### config.mk
export PLATFORM = sky130hd
export DESIGN_NAME = strict_base64url_decoder_unit
export DESIGN_NICKNAME = d
export VERILOG_FILES = /design/src/sv/sb64_pkg.sv /design/src/sv/sb64_step.sv /design/src/sv/strict_base64url_decoder_unit.sv
export SDC_FILE = /design/constraint.sdc
export NUM_CORES = 1
export LEC_CHECK = 0
export ABC_AREA = 1
export BUFFER_PORTS_ARGS = -buffer_cell sky130_fd_sc_hd__buf_2
export CAP_MARGIN = 25
export CORE_MARGIN = 1.5
export CORE_UTILIZATION = 34
export DETAILED_ROUTE_END_ITERATION = 16
export SYNTH_ARGS = -nofsm -noshare
export SYNTH_HDL_FRONTEND = slang
export SYNTH_SLANG_ARGS = --single-unit
### constraint.sdc
create_clock -name clock -period 7.3 [get_ports clock]
set_input_delay 0.73 -clock clock [delete_from_list [all_inputs] [get_ports clock]]
set_output_delay 0.73 -clock clock [all_outputs]
set_load 0.05 [all_outputs]
### src/sv/sb64_pkg.sv
// Shared types, constants and alphabet decode for the base64url decoder.
`timescale 1ns / 1ps

package sb64_pkg;

   localparam int CHAR_W = 13;

   localparam logic [CHAR_W-1:0] CHAR_TOTAL = 13'd512;
   localparam logic [CHAR_W-1:0] BYTE_TOTAL = 13'd384;

   localparam logic [7:0] CH_UPPER_A = 8'h41;
   localparam logic [7:0] CH_UPPER_Z = 8'h5A;
   localparam logic [7:0] CH_LOWER_A = 8'h61;
   localparam logic [7:0] CH_LOWER_Z = 8'h7A;
   localparam logic [7:0] CH_DIGIT_0 = 8'h30;
   localparam logic [7:0] CH_DIGIT_9 = 8'h39;
   localparam logic [7:0] CH_DASH    = 8'h2D;
   localparam logic [7:0] CH_UNDER   = 8'h5F;

   localparam logic [5:0] LOWER_BASE = 6'd26;
   localparam logic [5:0] DIGIT_BASE = 6'd52;
   localparam logic [5:0] DASH_VAL   = 6'd62;
   localparam logic [5:0] UNDER_VAL  = 6'd63;

   typedef struct packed {
      logic [7:0] symbol;
      logic       last;
   } req_type;

   typedef struct packed {
      logic [7:0] byte_out;
      logic       byte_valid;
      logic       done_res;
      logic       accepted;
   } rsp_type;

   typedef struct packed {
      logic [5:0]        leftover_bits;
      logic [2:0]        leftover_count;
      logic [CHAR_W-1:0] chars_seen;
      logic [CHAR_W-1:0] bytes_given;
      logic              error_seen;
   } state_type;

   typedef struct packed {
      logic       valid;
      logic [5:0] value;
   } sextet_type;

   function automatic sextet_type sextet_of(input logic [7:0] ch);
      sextet_type s;
      s.valid = 1'b1;
      s.value = 6'd0;
      if (ch >= CH_UPPER_A && ch <= CH_UPPER_Z) begin
         s.value = 6'(ch - CH_UPPER_A);
      end else if (ch >= CH_LOWER_A && ch <= CH_LOWER_Z) begin
         s.value = 6'(ch - CH_LOWER_A) + LOWER_BASE;
      end else if (ch >= CH_DIGIT_0 && ch <= CH_DIGIT_9) begin
         s.value = 6'(ch - CH_DIGIT_0) + DIGIT_BASE;
      end else if (ch == CH_DASH) begin
         s.value = DASH_VAL;
      end else if (ch == CH_UNDER) begin
         s.value = UNDER_VAL;
      end else begin
         s.valid = 1'b0;
      end
      return s;
   endfunction

endpackage

### src/sv/sb64_step.sv
// Next-state and result logic for one character of the base64url decoder.
`timescale 1ns / 1ps

module sb64_step import sb64_pkg::*; (
   input  state_type state,
   input  req_type   req,
   output state_type state_in,
   output rsp_type   rsp
);

   sextet_type       sx;
   logic [11:0]      acc;
   logic [3:0]       cnt;
   logic [2:0]       rem;
   logic [11:0]      mask;
   state_type        nxt;

   always_comb begin
      nxt  = state;
      rsp  = '0;
      sx   = sextet_of(req.symbol);
      acc  = {state.leftover_bits, sx.value};
      cnt  = {1'b0, state.leftover_count} + 4'd6;
      rem  = 3'(cnt - 4'd8);
      mask = (12'd1 << rem) - 12'd1;

      if (state.chars_seen >= CHAR_TOTAL) begin
         nxt.error_seen = 1'b1;
      end else begin
         nxt.chars_seen = state.chars_seen + 13'd1;
      end

      if (!sx.valid) begin
         nxt.error_seen = 1'b1;
      end

      if (!nxt.error_seen) begin
         if (cnt >= 4'd8) begin
            if (state.bytes_given >= BYTE_TOTAL) begin
               nxt.error_seen = 1'b1;
            end else begin
               rsp.byte_out       = 8'(acc >> rem);
               rsp.byte_valid     = 1'b1;
               nxt.bytes_given    = state.bytes_given + 13'd1;
               nxt.leftover_bits  = 6'(acc & mask);
               nxt.leftover_count = rem;
            end
         end else begin
            nxt.leftover_bits  = acc[5:0];
            nxt.leftover_count = cnt[2:0];
         end
      end

      rsp.done_res = req.last;
      rsp.accepted = req.last && !nxt.error_seen &&
                     nxt.chars_seen == CHAR_TOTAL &&
                     nxt.bytes_given == BYTE_TOTAL &&
                     nxt.leftover_count == 3'd0 &&
                     nxt.leftover_bits == 6'd0;

      state_in = req.last ? '0 : nxt;
   end

endmodule

### src/sv/strict_base64url_decoder_unit.sv
// Top level: strict unpadded base64url decoder, one character per word.
// An accepted req word has its rsp word in the output register in the cycle after it is taken.
// Throughput: one word per cycle; req_ready stays high while the output register
// is empty or being drained the same cycle, so stalls come only from rsp_ready.
// Reset: synchronous, active high; clears the decode state and the output valid.
`timescale 1ns / 1ps

module strict_base64url_decoder_unit import sb64_pkg::*; (
   input  logic    clock,
   input  logic    reset,
   input  logic    req_valid,
   output logic    req_ready,
   input  req_type req_data,
   output logic    rsp_valid,
   input  logic    rsp_ready,
   output rsp_type rsp_data
);

   state_type state_ff;
   state_type state_in;
   rsp_type   rsp_ff;
   rsp_type   rsp_in;
   logic      rsp_valid_ff;
   logic      req_take;

   sb64_step u_step (
      .state    (state_ff),
      .req      (req_data),
      .state_in (state_in),
      .rsp      (rsp_in)
   );

   assign req_ready = !rsp_valid_ff || rsp_ready;
   assign req_take  = req_valid && req_ready;
   assign rsp_valid = rsp_valid_ff;
   assign rsp_data  = rsp_ff;

   always_ff @(posedge clock) begin
      if (reset) begin
         state_ff     <= '0;
         rsp_valid_ff <= 1'b0;
      end else if (req_take) begin
         state_ff     <= state_in;
         rsp_valid_ff <= 1'b1;
      end else if (rsp_ready) begin
         rsp_valid_ff <= 1'b0;
      end
   end

   always_ff @(posedge clock) begin
      if (req_take) begin
         rsp_ff <= rsp_in;
      end
   end

endmodule
==> impl_metrics.tcl, run 1 <==
set metrics [dict create \
    post-dp-hpwl_um 6760 \
    fin_setup_tns_ns 0 \
    die_y_um 107 \
    required_ns 7.37 \
    cts_tree "built" \
    clkLatencyLatePin_ns 0.31 \
    period_minus_slack_ns 2.88 \
    die_x_um 107 \
    cts_resized 0 \
    synth_top_area_share 0.231 \
    clk_pin_slew_ns 0.10 \
    synthArstFlopShare 0 \
    overflow 0 \
    period_share 0.394 \
    crit_path_max_fanout 20 \
    grt_start_max_net_pins 36 \
    avgSynthCellArea_um2 6.10 \
    startpoint_type "register" \
    drive_above_1_share 0.101 \
    clock_skew_ns 0.0167 \
    synth_top_area_cell "nand2_1" \
    cts_buffer_depth 2 \
    clkSinkCount 47 \
    hold_path.class "reg2reg" \
    first_pass_iters 5 \
    syn2layout_area_growth_pct 9.21 \
    grt_pass1_wl_um 15900 \
    cp_num_buf_inv 2 \
    rows 37 \
    worst_slew_pin_slew_ns 0.674 \
    worstPathArrival_ns 2.95 \
    yosysWarnings 0 \
    syn_nets 631 \
    cpMostUsedCell "nor2_1" \
    hold_violations 0 \
    maxSlewViolCount 0 \
    crit_path_cell_trace "clkinv_1, ha_1, inv_1, a21boi_0, o21ai_0, nor2_1, nand2_1, nor2_1, nand2_1, nor2_1" \
    slowest_delay_ns 0.69 \
    yosys-top-cells-area "nand2_1 (23%), dfxtp_1 (20%), edfxtp_1 (9.0%)" \
    synth-edff-count 11 \
    vias_per_cell 4.85 \
    drc 0 \
    io_pins 26 \
    muxShareOfSynthArea 0.00273 \
    first_global_vias 3427 \
    synth_compound_area_frac 0.124 \
    postRouteAntennaNets 0 \
    nets 642 \
    routed_wl_um 8880 \
    synthFlopType "dfxtp_1" \
    synth-seq-cells 47 \
    io_buffers 25 \
    fmax_mhz 347 \
    n_antenna_cell 0 \
    die-area_um2 11400 \
    htreeDepth 2 \
    cts_root_buf "clkbuf_8" \
    cp_top_family "buffers and inverters" \
    criticalPathCategory "reg2reg" \
    power.leakage_nw 1.85 \
    syn_area_um2 3670 \
    first_iter_violations 182 \
    hold_buffers 0 \
    p_total_uw 591 \
    synth_commonest_cells "nand2_1 (226), inv_1 (67), nand3_1 (49)" \
    p_per_area_nw_per_um2 147 \
    synth_top_family_by_area "simple AND/OR/NAND/NOR gates" \
    routedWlPerCell_um 11.8 \
    status "complete, no violations" \
    synthAdderAreaFrac 0.0546 \
    synthXorXnorAreaFrac 0.0263 \
    start_util 0.352 \
    slew_headroom 0.550 \
    groute.usage.overall 0.168 \
    endpoint_kind "register" \
    place_congestion 0.926 \
    yosysUniqueCellTypes 38 \
    cpMaxStageDelayCell "dfxtp_1" \
    synth_most_common_cell "nand2_1" \
    vias 3635 \
    syn_inst 602 \
    ir_drop_v 0.0000825 \
    antenna_found_initial 0 \
    setup_viol 0 \
    synth_simple_gate_area_frac 0.400 \
    core_um2 10400 \
    cts_made_buffers 5 \
    post_cts_buffers 0 \
    seq_area_frac_synth 0.286 \
    rsz0062_at_grt "false" \
    cap_violations 0 \
]
==> per-layer routing <==
metal	track usage	vias to the layer above	wire (um)
li1	-	1917	-
met1	0.231	1647	4450
met2	0.277	62	4010
met3	0.0261	9	308
met4	0.0390	0	116
met5	0	-	0
==> worst paths after layout <==
path                                    from      endpoint  slack, ns  cells after the start
worst max-delay path            state_ff[28]   rsp_data[0]       4.42                     10
worst min-delay path            state_ff[25]  state_ff[25]       0.47                      2
worst max register to register  state_ff[28]   rsp_data[0]       4.42                     10
worst min register to register  state_ff[25]  state_ff[25]       0.47                      2
==> placed cells by master, fill, tap and decap left out, types with 2 or more instances in the layout <==
cell / count
nand2_1: 226
inv_1: 67
nand3_1: 49
nor2_1: 40
a21oi_1: 39
dfxtp_1: 36
o21ai_0: 31
buf_2: 25
ha_1: 16
edfxtp_1: 11
xor2_1: 9
nor2_2: 6
nand4_1: 6
clkbuf_8: 6
inv_2: 5
nand2_2: 5
a211oi_1: 4
or2_2: 3
o21a_1: 3
nor3_1: 3
nand2_4: 2
xnor2_1: 2
nand3b_1: 2
o21bai_1: 2
==> logic make-up (layout without fill, tap and decap cells) <==
kind of cell,count (synthesis),in the layout
multiplexers,1,1
AND/OR/NAND/NOR,346,346
buffers and inverters,97,109
XOR/XNOR,11,11
AO/OA/AOI/OAI,84,84
flip-flops,47,47
adder cells (fa/ha/maj),16,16
==> cell type report <==
cell class,count,area (um2)
inverter,74,280
sequential,47,1050
clock inverter,1,8.76
tap,136,170
fill,1135,6410
clock buffer,7,108
timing repair buffer,27,160
multi-input combinational,458,2230
==> registers in the layout (all words and copies together) (netlist names) <==
signal / count
state_ff: 35
rsp_data: 11
rsp_valid: 1
==> power by group <==
group / switching, mW / leakage, nW / internal, mW
sequential: 0.00407 / 0.402 / 0.272
clock: 0.0954 / 0.0600 / 0.0991
combinational: 0.0877 / 1.39 / 0.0329
total: 0.187 / 1.85 / 0.404
==> metrics by stage <==
stage / std cells / instance area [um2] / hold WS (ns) / setup WS (ns) / utilization
CTS: 750 / 4010 / 0.481 / 4.46 / 0.385
finish: 750 / 4010 / 0.475 / 4.42 / 0.385
global placement: 741 / 3860 / 0.459 / 4.27 / 0.371
global route: 750 / 4010 / 0.502 / 4.11 / 0.385
floorplan: 602 / 3670 / 0.437 / 4.89 / -
detailed placement: 742 / 3890 / 0.465 / 4.32 / 0.374
==> worst register-to-register path, cell delays in order, from the launching register on <==
cell and delay [ns]:
dfxtp_1 0.69, clkinv_1 0.39, ha_1 0.43, inv_1 0.32, a21boi_0 0.20, o21ai_0 0.27, nor2_1 0.08, nand2_1 0.12
nor2_1 0.06, nand2_1 0.06, nor2_1 0.03
(Power assumes the default switching activity.)
==> inputs of run 2 (changes only) <==
==> constraint.sdc (replaced) <==
create_clock -name clock -period 2.6 [get_ports clock]
set_input_delay 0.26 -clock clock [delete_from_list [all_inputs] [get_ports clock]]
set_output_delay 0.26 -clock clock [all_outputs]
set_load 0.05 [all_outputs]
==> run 2 against run 1 <==
Net effect: wire length grew 2.3%; clock power grew to 2.9 times the previous value; cell area grew 0.50%; combinational power grew to 2.9 times the previous value; sequential cell count is the same; sequential share of layout area shrank 0.13 points; critical endpoint unchanged; via count grew 0.14%; largest power group unchanged.
==> impl_metrics.tcl, run 2 (same netlist as run 1, synthesis figures left out) <==
set metrics [dict create \
    status "complete, no violations" \
    p_total_mw 1.67 \
    slowest_delay_ns 0.37 \
    holdPathStages 4 \
    crit_path_max_fanout 10 \
    start_util 0.352 \
    clkLatencyLatePin_ns 0.30 \
    fin_util 0.387 \
    die-area_um2 11400 \
    n_fill_cell 1133 \
    clk_pin_slew_ns 0.09 \
    first_pass_iters 4 \
    cts_buffer_depth 2 \
    hold_path.class "in2reg" \
    rsz0062_at_grt "false" \
    final_cell_area_um2 4030 \
    die_y_um 107 \
    post-place-ws_ns 0.126 \
    n_antenna_cell 0 \
    post-dp-hpwl_um 6920 \
    vias_per_cell 4.83 \
    required_ns 2.67 \
    largest_register_ffs 35 \
    drive_above_1_share 0.112 \
    core_um2 10400 \
    grt_pass1_wl_um 15400 \
    cts_root_buf "clkbuf_8" \
    clkSinkCount 47 \
    reg2reg_to "rsp_data[0]" \
    period_minus_slack_ns 2.28 \
    cpMaxStageDelayCell "ha_2" \
    regArea_um2 1050 \
    ir_drop_v 0.000215 \
    setup_viol 0 \
    dpl_cell_area_um2 3900 \
    syn2layout_area_growth_pct 9.75 \
    crit_path_cell_trace "clkinv_1, ha_2, nor2_1, nand3_1, nor2_1, nand3_1, nand2_1, nand2_1, nand3_1, nor2_1, nand2_1, nor2_1" \
    slew_headroom 0.550 \
    p_per_area_nw_per_um2 415 \
    largest-register "state_ff" \
    final_common_cell "nand2_1" \
    hold_violations 0 \
    overflow 0 \
    maxSlewViolCount 0 \
    path_depth 12 \
    cap_violations 0 \
    routedWlPerCell_um 12.1 \
    startpoint_type "register" \
    multi_input_area_um2 2230 \
    io_pins 26 \
    htreeDepth 2 \
    period_share 0.878 \
    cpMostUsedCell "nor2_1" \
    first_iter_violations 227 \
    nets 646 \
    power.leakage_nw 1.85 \
    groute.usage.overall 0.164 \
    worst_slew_pin_slew_ns 0.676 \
    postRouteAntennaNets 0 \
    setup_ws_ns 0.316 \
    routed_wl_um 9090 \
    first_global_vias 3348 \
    worstPathArrival_ns 2.35 \
    drc 0 \
    endpoint_kind "register" \
    clock_skew_ns 0.00689 \
    place_congestion 0.915 \
    final_cell_mix "nand2_1 (226), inv_1 (66), nand3_1 (49)" \
    fmax_mhz 438 \
    crit_start "state_ff[28]" \
    post_cts_buffers 0 \
    reg2reg_slack_ns 0.32 \
    crit_end "rsp_data[0]" \
    cp_top_family "simple AND/OR/NAND/NOR gates" \
    rows 37 \
    die_x_um 107 \
    grt_start_max_net_pins 36 \
    cts_made_buffers 5 \
    ff2ff_path_depth 12 \
    cts_tree "built" \
    vias 3640 \
    antenna_found_initial 0 \
    cp_num_buf_inv 1 \
    io_buffers 25 \
    fin_setup_tns_ns 0 \
    criticalPathCategory "reg2reg" \
    rr_startpoint "state_ff[28]" \
]
==> run 2: tightest hold or removal path, stage by stage <==
cell and delay (ns):
buf_2 0.08, inv_1 0.03, nand2_1 0.07, a21oi_1 0.06
==> run 2: stage by stage <==
step | instances | hold slack (ns)
6_report | 754 | 0.241
5_1_grt | 754 | 0.264
4_1_cts | 754 | 0.238
2_1_floorplan | 602 | 0.359
3_5_place_dp | 746 | 0.459
3_3_place_gp | 746 | 0.455
==> run 2: cell type report <==
class                           count  share of cell area
Multi-Input combinational cell    458               0.555
Timing Repair Buffer               31              0.0422
Clock inverter                      2             0.00870
Sequential cell                    47               0.261
Inverter                           74              0.0705
Clock buffer                        6              0.0205
Tap cell                          136              0.0422
==> run 2: repair_timing <==
item,4_1_cts,5_1_grt
hold buffers,0,0
gates resized for setup,0,3
setup endpoints to repair,0,1
==> run 2: routing by layer <==
metal / up-vias / global-route usage / wire length, um
met1: 1629 / 0.223 / 4440
met2: 71 / 0.271 / 4150
met5: - / 0 / 0
li1: 1930 / - / -
met4: 0 / 0.0410 / 93
met3: 10 / 0.0280 / 402
==> run 2: how the worst min path moves through the flow <==
stage                     slack, ns           end    startpoint
after detailed placement       0.46  state_ff[26]  state_ff[26]
after global placement         0.45  state_ff[26]  state_ff[26]
after global routing           0.26   rsp_data[1]   req_data[0]
after floorplan                0.36   rsp_data[1]   req_data[0]
final                          0.24     rsp_valid     rsp_ready
after CTS                      0.24     rsp_valid     rsp_ready
==> run 2: report_power, final <==
part | total, mW | internal (mW) | switching (mW)
logic | 0.345 | 0.0927 | 0.252
registers | 0.771 | 0.762 | 0.00818
clock network | 0.556 | 0.311 | 0.245
